--- config.mk ---
export PLATFORM = sky130hd
export DESIGN_NAME = cgfb_ctrl
export DESIGN_NICKNAME = d
export VERILOG_FILES = /design/src/hdl/cgfb_pkg.sv /design/src/hdl/cgfb_ctrl.sv
export SDC_FILE = /design/constraint.sdc
export NUM_CORES = 1
export LEC_CHECK = 0
export BUFFER_PORTS_ARGS = -buffer_cell sky130_fd_sc_hd__buf_2
export CAP_MARGIN = 20
export CORE_UTILIZATION = 50
export DETAILED_ROUTE_END_ITERATION = 10
export PLACE_DENSITY_LB_ADDON = 0.05
export SYNTH_ARGS = -nofsm -noshare
export SYNTH_HDL_FRONTEND = slang
export SYNTH_SLANG_ARGS = --single-unit
--- constraint.sdc ---
create_clock -name clk -period 3.15 [get_ports clk]
set_input_delay 0.945 -clock clk [delete_from_list [all_inputs] [get_ports clk]]
set_output_delay 0.945 -clock clk [all_outputs]
set_load 0.01 [all_outputs]
--- src/hdl/cgfb_pkg.sv ---
// Shared types and constants of the complex gammatone filterbank.
package cgfb_pkg;

  localparam int SampleW = 16;
  localparam int CoefW   = 24;
  localparam int StateW  = 32;

  localparam logic [3:0] OrderReset = 4'd4;
  localparam logic [4:0] BandsReset = 5'd16;
  localparam logic [1:0] ChansReset = 2'd1;

  // Register indexes on the configuration port.
  localparam logic [1:0] RegOrder = 2'd0;
  localparam logic [1:0] RegBands = 2'd1;
  localparam logic [1:0] RegChans = 2'd2;

  // Datapath operation selected by the controller.
  localparam logic [2:0] OpIdle   = 3'd0;
  localparam logic [2:0] OpNorm   = 3'd1;
  localparam logic [2:0] OpStage  = 3'd2;
  localparam logic [2:0] OpLoad   = 3'd3;

  typedef struct packed {
    logic [2:0] op;
    logic       mult_go;
    logic       acc_go;
    logic       state_rd;
    logic       state_wr;
    logic       load_out;
  } cgfb_cmd_t;

  // Saturate a wide signed value to 32 bits.
  function automatic logic signed [StateW-1:0] sat32(input logic signed [63:0] v);
    logic signed [63:0] hi;
    logic signed [63:0] lo;
    begin
      hi = 64'sd2147483647;
      lo = -64'sd2147483648;
      if (v > hi) sat32 = 32'h7fffffff;
      else if (v < lo) sat32 = 32'h80000000;
      else sat32 = v[StateW-1:0];
    end
  endfunction

endpackage

--- src/hdl/cgfb_ctrl.sv ---
// Controller: sequences bands and stages of one sample, loads of one band and clear passes.
module cgfb_ctrl
  import cgfb_pkg::*;
#(
  parameter int NUM_BANDS    = 16,
  parameter int NUM_CHANS    = 2,
  parameter int MAX_ORDER    = 8,
  parameter int BW = (NUM_BANDS > 1) ? $clog2(NUM_BANDS) : 1,
  parameter int CW = (NUM_CHANS > 1) ? $clog2(NUM_CHANS) : 1,
  parameter int KW = (MAX_ORDER > 1) ? $clog2(MAX_ORDER) : 1
) (
  input  logic          clk,
  input  logic          rst,
  input  logic          start,
  input  logic          start_load,
  input  logic [BW-1:0] ld_band_in,
  input  logic [4:0]    order_cnt,
  input  logic [6:0]    band_cnt,
  input  logic          clear_all,
  input  logic          out_free,
  output logic          busy,
  output cgfb_cmd_t     cmd,
  output logic [BW-1:0] band,
  output logic [KW-1:0] stage,
  output logic [CW-1:0] clr_ch,
  output logic          clr_sel,
  output logic          emit,
  output logic          emit_last
);

  localparam logic [3:0] S_IDLE  = 4'd0;
  localparam logic [3:0] S_CRD   = 4'd1;
  localparam logic [3:0] S_NMUL  = 4'd2;
  localparam logic [3:0] S_NACC  = 4'd3;
  localparam logic [3:0] S_SRD   = 4'd4;
  localparam logic [3:0] S_SMUL  = 4'd5;
  localparam logic [3:0] S_SACC  = 4'd6;
  localparam logic [3:0] S_SWR   = 4'd7;
  localparam logic [3:0] S_EMIT  = 4'd8;
  localparam logic [3:0] S_CLR   = 4'd9;
  localparam logic [3:0] S_CDATA = 4'd10;

  logic [3:0] state, state_next;
  logic       clr_one;
  logic [CW+KW-1:0] ccnt;
  // A full clear pass walks every address of the {channel, band, stage} space.
  localparam int BandStates = 2 ** (CW + KW);
  localparam int AW = CW + BW + KW;
  localparam int AllStates = 2 ** AW;
  logic [AW:0] acnt;
  logic [KW-1:0] stg;
  logic [BW-1:0] bnd;

  assign busy = (state != S_IDLE);
  assign clr_sel = (state == S_CLR);
  assign emit_last = (7'(band) + 7'd1 == band_cnt);

  always_comb begin
    state_next = state;
    cmd = '0;
    cmd.op = OpStage;
    emit = 1'b0;
    case (state)
      S_IDLE: begin
        if (clear_all) state_next = S_CLR;
        else if (start_load) begin
          cmd.op = OpLoad;
          state_next = S_CLR;
        end else if (start) state_next = S_CRD;
      end
      S_CRD: state_next = S_CDATA;
      S_CDATA: begin
        cmd.op = OpNorm;
        cmd.mult_go = 1'b1;
        state_next = S_NACC;
      end
      S_NACC: begin
        cmd.op = OpNorm;
        cmd.acc_go = 1'b1;
        state_next = (order_cnt == 5'd0) ? S_EMIT : S_SRD;
      end
      S_SRD: begin
        cmd.state_rd = 1'b1;
        state_next = S_SMUL;
      end
      S_SMUL: begin
        cmd.mult_go = 1'b1;
        state_next = S_SACC;
      end
      S_SACC: begin
        cmd.acc_go = 1'b1;
        state_next = S_SWR;
      end
      S_SWR: begin
        cmd.state_wr = 1'b1;
        state_next = (5'(stage) + 5'd1 == order_cnt) ? S_EMIT : S_SRD;
      end
      S_EMIT: begin
        if (out_free) begin
          emit = 1'b1;
          state_next = emit_last ? S_IDLE : S_CRD;
        end
      end
      S_CLR: begin
        cmd.state_wr = 1'b1;
        if (clr_one ? (ccnt == (CW+KW)'(BandStates - 1))
                    : (acnt == (AW+1)'(AllStates - 1))) state_next = S_IDLE;
      end
      default: state_next = S_IDLE;
    endcase
  end

  // Clear pass address: one band in all channels, or the whole memory.
  always_comb begin
    if (state == S_CLR) begin
      if (clr_one) begin
        clr_ch = ccnt[CW+KW-1:KW];
        stage  = ccnt[KW-1:0];
      end else begin
        clr_ch = acnt[AW-1:BW+KW];
        stage  = acnt[KW-1:0];
      end
    end else begin
      clr_ch = '0;
      stage  = stg;
    end
  end

  always_comb begin
    if (state == S_CLR && !clr_one) band = acnt[BW+KW-1:KW];
    else band = bnd;
  end

  always_ff @(posedge clk) begin
    if (rst) begin
      state <= S_CLR;
      clr_one <= 1'b0;
      ccnt <= '0;
      acnt <= '0;
      stg <= '0;
      bnd <= '0;
    end else begin
      state <= state_next;
      if (state == S_IDLE) begin
        ccnt <= '0;
        acnt <= '0;
        stg <= '0;
        bnd <= (!clear_all && start_load) ? ld_band_in : '0;
        clr_one <= !clear_all && start_load;
      end
      if (state == S_CLR) begin
        ccnt <= ccnt + 1'b1;
        acnt <= acnt + 1'b1;
      end
      if (state == S_SWR) stg <= stg + 1'b1;
      if (state == S_EMIT && out_free) begin
        stg <= '0;
        bnd <= bnd + 1'b1;
      end
    end
  end

endmodule

## After elaboration in Yosys (flattened, before gate mapping)

Index checks and enable logic that the tools add are counted.

| operators by class | value |
|---|---|
| add/subtract/negate cells | 6 |
| $mul | 0 |
| divide/modulo/power cells | 0 |
| magnitude comparators | 0 |
| eq/ne operators | 16 |
| shifts and indexed selects | 0 |
| mux-type cells | 33 |
| bitwise gates (word level) | 0 |
| reduce and logical (&&, ||, !) cells | 17 |

Operators by type and width:

| kind | number |
|---|---|
| 2-to-1 mux 4 bit | 13 |
| case mux 4 bit (10 select lines) | 1 |
| 2-to-1 mux 9 bit | 2 |
| == test 4 x 3 -> 1 bit (second input constant) | 4 |
| == test 4 bit (second input constant) | 4 |
| 2-to-1 mux 1 bit | 12 |
| 2-to-1 mux 3 bit | 4 |
| OR reduction 2 bit | 5 |
| adder 9 x 1 -> 9 bit (second input constant) | 1 |
| == test 9 x 8 -> 1 bit (second input constant) | 1 |
| adder 4 x 1 -> 4 bit (second input constant) | 2 |
| == test 5 x 7 -> 1 bit | 1 |
| case mux 3 bit (2 select lines) | 1 |
| nonzero test 2 bit | 3 |
| adder 4 x 1 -> 5 bit (second input constant) | 1 |
| == test 4 x 5 -> 1 bit | 1 |
| logical NOT 5 bit | 1 |
| adder 3 x 1 -> 4 bit (second input constant) | 1 |
| == test 4 x 1 -> 1 bit (second input constant) | 1 |
| == test 4 x 2 -> 1 bit (second input constant) | 1 |
| logical NOT 4 bit | 1 |
| != test 4 bit (second input constant) | 1 |
| nonzero test 4 bit | 1 |
| adder 3 x 1 -> 3 bit (second input constant) | 1 |
| other kinds (5) | 8 |

| word-level totals | value |
|---|---|
| register bits | 25 |
| latch bits | 0 |
| memory bits (writable) | 0 |
| bits in read-only memories | 0 |
| input port bits | 22 |
| output and inout bits | 20 |
| logic and storage cells | 78 |
| memories kept | 0 |

## Longest topological paths before layout

| logic depth | value |
|---|---|
| word-level depth | 8 |
| gate-level depth with buffers | 11 |
| depth with buffers taken out | 9 |

## Worst setup path before layout

Ideal clock, no wire load.

| timing path | value |
|---|---|
| path type | input-to-output |
| start point | input band_cnt[3] |
| end point | output emit_last |
| arrival time | 1.706 ns |
| data required time | 2.205 ns |
| setup slack | 0.499 ns |
| cell stages on the path | 4 |
| path buffers | 0 |
| path through | xnor2_1 -> o211a_1 -> o32a_1 -> nor2_1 |

| between the ends | value |
|---|---|
| longest elaborated chain between the ends | 1 |

RTL lines:

| item | line | RTL |
|---|---|---|
| start: declaration | cgfb_ctrl.sv:18 | `input logic [6:0] band_cnt,` |
| == test 5 x 7 -> 1 bit | cgfb_ctrl.sv:56 | `assign emit_last = (7'(band) + 7'd1 == band_cnt);` |
| end: declaration | cgfb_ctrl.sv:28 | `output logic emit_last` |

No other way between the ends.

## Worst setup path in the final report

| timing path | value |
|---|---|
| start point | register state[2] |
| end point | output emit_last |

| between the ends | value |
|---|---|
| longest elaborated chain between the ends | 5 |

RTL lines:

| item | line | RTL |
|---|---|---|
| start: declaration | cgfb_ctrl.sv:43 | `logic [3:0] state, state_next;` |
| start signal: assignment | cgfb_ctrl.sv:143 | `state <= state_next;` |
| == test 4 bit | cgfb_ctrl.sv:130 | `if (state == S_CLR && !clr_one) band = acnt[BW+KW-1:KW];` |
| logical AND 1 bit | cgfb_ctrl.sv:130 |  |
| 2-to-1 mux 4 bit | cgfb_ctrl.sv:130 |  |
| adder 4 x 1 -> 5 bit | cgfb_ctrl.sv:56 |  |
| == test 5 x 7 -> 1 bit | cgfb_ctrl.sv:56 |  |

No other way between the ends.

==> results.md <==
* Status: completed
* Max H-tree Level at 1
* Final GP Congestion at 0.761
* Most frequent cell after synthesis: nor2_1
* TritonCTS Sinks at 25
* # DRC at 0
* Largest net degree at the start of global routing at 25
* First-pass DRT Iterations at 4
* Clk buf depth at 2
* Ys async rst share at 0%
* Fmax at 0.332 GHz
* Die Y at 62.6 µm
* WP data required at 2.20 ns
* Share of cells above drive strength 1 at 23.6%
* Crit share post-route at 95.7%
* Filler cells at 342
* Final worst slack at 0.136 ns
* Setup crit start kind: flip-flop
* Final setup fails at 0
* Post-route cell area at 2130 µm²
* Power per cell area at 683 nW/µm²
* FF-to-FF End: state[3]$_SDFFE_PP1P_
* Synth-to-layout area growth at 16.2%
* Congestion Overflow GR at 0
* Worst path max stage delay at 0.36 ns
* Arrival @ worst endpoint at 2.07 ns
* Final hold vios at 0
* CTS tree: yes
* Synthesized flop and latch total at 25
* Final core occ at 62.4%
* Reg-to-reg critical path startpoint: state[2]$_SDFFE_PP0P_
* Mapped Area at 1840 µm²
* Initial antenna violation count at 0
* Clock Latency Late Sink at 0.32 ns
* Root Driver: clkbuf_4
* Cell count after synthesis at 241
* Clock Pin Slew Worst Setup and Hold Paths at 0.14 ns
* Initial DRC Count at 79
* Worst-case reg-to-reg path depth at 11
* GRT Overall Usage at 22.4%
* Placed Cells incl. Taps at 320
* Post-DRT Antenna Nets at 0
* Worst Path Max Fanout at 5
* Detail Placement HPWL at 3.01 mm
* Seq/Total Area, Yosys at 27.3%
* Area of the multi-input gates at 1240 µm²
* Internal reg-to-reg setup slack at 0.80 ns
* DP Area at 2070 µm²
* CP endpoint kind: output port
* Total core area at 3420 µm²
* Crit path kind: flip-flop to output port
* Vias at 1768
* CP Launch Point: state[2]$_SDFFE_PP0P_
* Min-delay src: acnt[8]$_SDFFE_PP0P_
* Row count at 21
* First-pass GRT wire length at 7.23 mm
* Area contributors post-synth: dfxtp_1 27%, a21oi_1 6.5%, nor2_1 5.7%
* Min-delay worst type: flip-flop to flip-flop
* Post-CTS Hold Buffers at 0
* Vias in the first global route at 1634
* Worst VDD drop at 367 µV
* Worst slew pin tran at 0.510 ns
* Worst path top cell family by delay: simple AND/OR/NAND/NOR gates
* Final nets at 309
* # IOs at 42
* Final Max Tran Viols at 0
* Final Non-Filler Cells at 326
* Leading area contributor after synthesis: dfxtp_1
* Starting density of the core at 53.7%
* Post-layout minimum cycle time at 3.01 ns
* Syn_area_per_cell at 7.62 µm²
* Vias per inst at 5.42
* Min Hold Slack at 0.508 ns
* Per-cell routed wire length at 12.6 µm
* Post-synth top cells: 28 x nor2_1, 25 x dfxtp_1, 24 x a21oi_1
* Top_reg_cell synth: dfxtp_1
* DIE AREA at 3920 µm²
* Worst Path Buf+Inv at 1
* Max_cap viols at 0
* Yosys synthesis warning count at 0
* Worst-path cell chain: nand4bb_4 > nor2_4 > mux2_2 > a22oi_1 > nand4_1 > nor2_1 > buf_2
* Cell leakage power at 0.883 nW
* ANT cells at 0
* Register area at 500 µm²
* Crit path max-delay cell type: mux2_2
* Crit path depth at 7
* Worst clock skew at 0.00692 ns
* Die X at 62.6 µm
* Dpl ws at 0.253 ns
* Final wirelength at 4.11 mm
* Post-synth EDFFs at 0
* Post-synthesis cell type count at 49
* IO Port Bufs at 39
* CTS Buf Count at 3
* Post-synth top area share at 27.3%
* Critical Path Sink: emit_last
* Slew HR at 65.9%
[cell families after synthesis]
group,count (synthesis),share of synthesized area (%)
simple gates,103,28.9
xor+xnor,14,6.68
fa+ha+maj,6,4.09
mux,11,7.23
buf+inv,23,6.07
compound gates,58,19.6
other cells,1,0.204
flops,25,27.3
[sequential cells by signal (all words and copies together), names as in the netlist]
name / cells
bnd: 4
ccnt: 4
acnt: 9
state: 4
clr_one: 1
stg: 3
[per-layer routing]
metal	routed length [µm]	track usage, %
met1	2030	29.9
met2	1950	38.3
met5	0	0
met3	107	3.10
met4	23	4.36
[stage by stage]
stage,total power (W),TNS [ns]
2_1_floorplan,0.00105,0
3_3_place_gp,0.00124,0
3_5_place_dp,0.00124,0
4_1_cts,0.00139,0
5_1_grt,0.00160,-0.000543
6_report,0.00146,0
[power breakdown]
group	leakage, nW	internal, W	switching (W)
logic	0.665	0.000389	0.000505
registers	0.203	0.000360	0.0000496
clock network	0.0150	0.0000495	0.000102
total	0.883	0.000799	0.000657
[placed cells by master (no fill, tap or decap), drive strengths merged, types with 6 or more instances in the layout]
master,n
mux2i,6
dfxtp,25
nand3,8
nor2,30
nor3,8
o21ai,10
a21oi,24
inv,8
xnor2,8
ha,6
buf,49
or3,6
xor2,6
nand2,19
[worst min-delay path by stage]
stage / to / slack [ns] / depth (start not counted)
final: acnt[8]$_SDFFE_PP0P_ / 0.51 / 2
after global routing: acnt[8]$_SDFFE_PP0P_ / 0.53 / 2
after global placement: acnt[8]$_SDFFE_PP0P_ / 0.47 / 2
after detailed placement: acnt[8]$_SDFFE_PP0P_ / 0.48 / 2
after floorplan: acnt[8]$_SDFFE_PP0P_ / 0.45 / 2
after CTS: acnt[8]$_SDFFE_PP0P_ / 0.51 / 2
[tightest hold or removal path, cell delays in order, from the launching register on]
cell and delay (ns):
dfxtp_1 0.36, a21oi_1 0.06, nor2_1 0.07
[area by class of cell]
cell class	count	area share, %
multi-input cells	194	58.3
flip-flops and latches	25	23.5
repair buffers	49	12.9
well taps	46	2.70
inverters	8	1.41
clock buffers	4	1.23
[what timing repair did]
| action | 4_1_cts | 5_1_grt |
|---|---|---|
| setup endpoints to repair | 0 | 1 |
| buffers inserted | 0 | 2 |
| gates resized for setup | 0 | 2 |
Note: power is estimated with default switching activity, not from simulation.
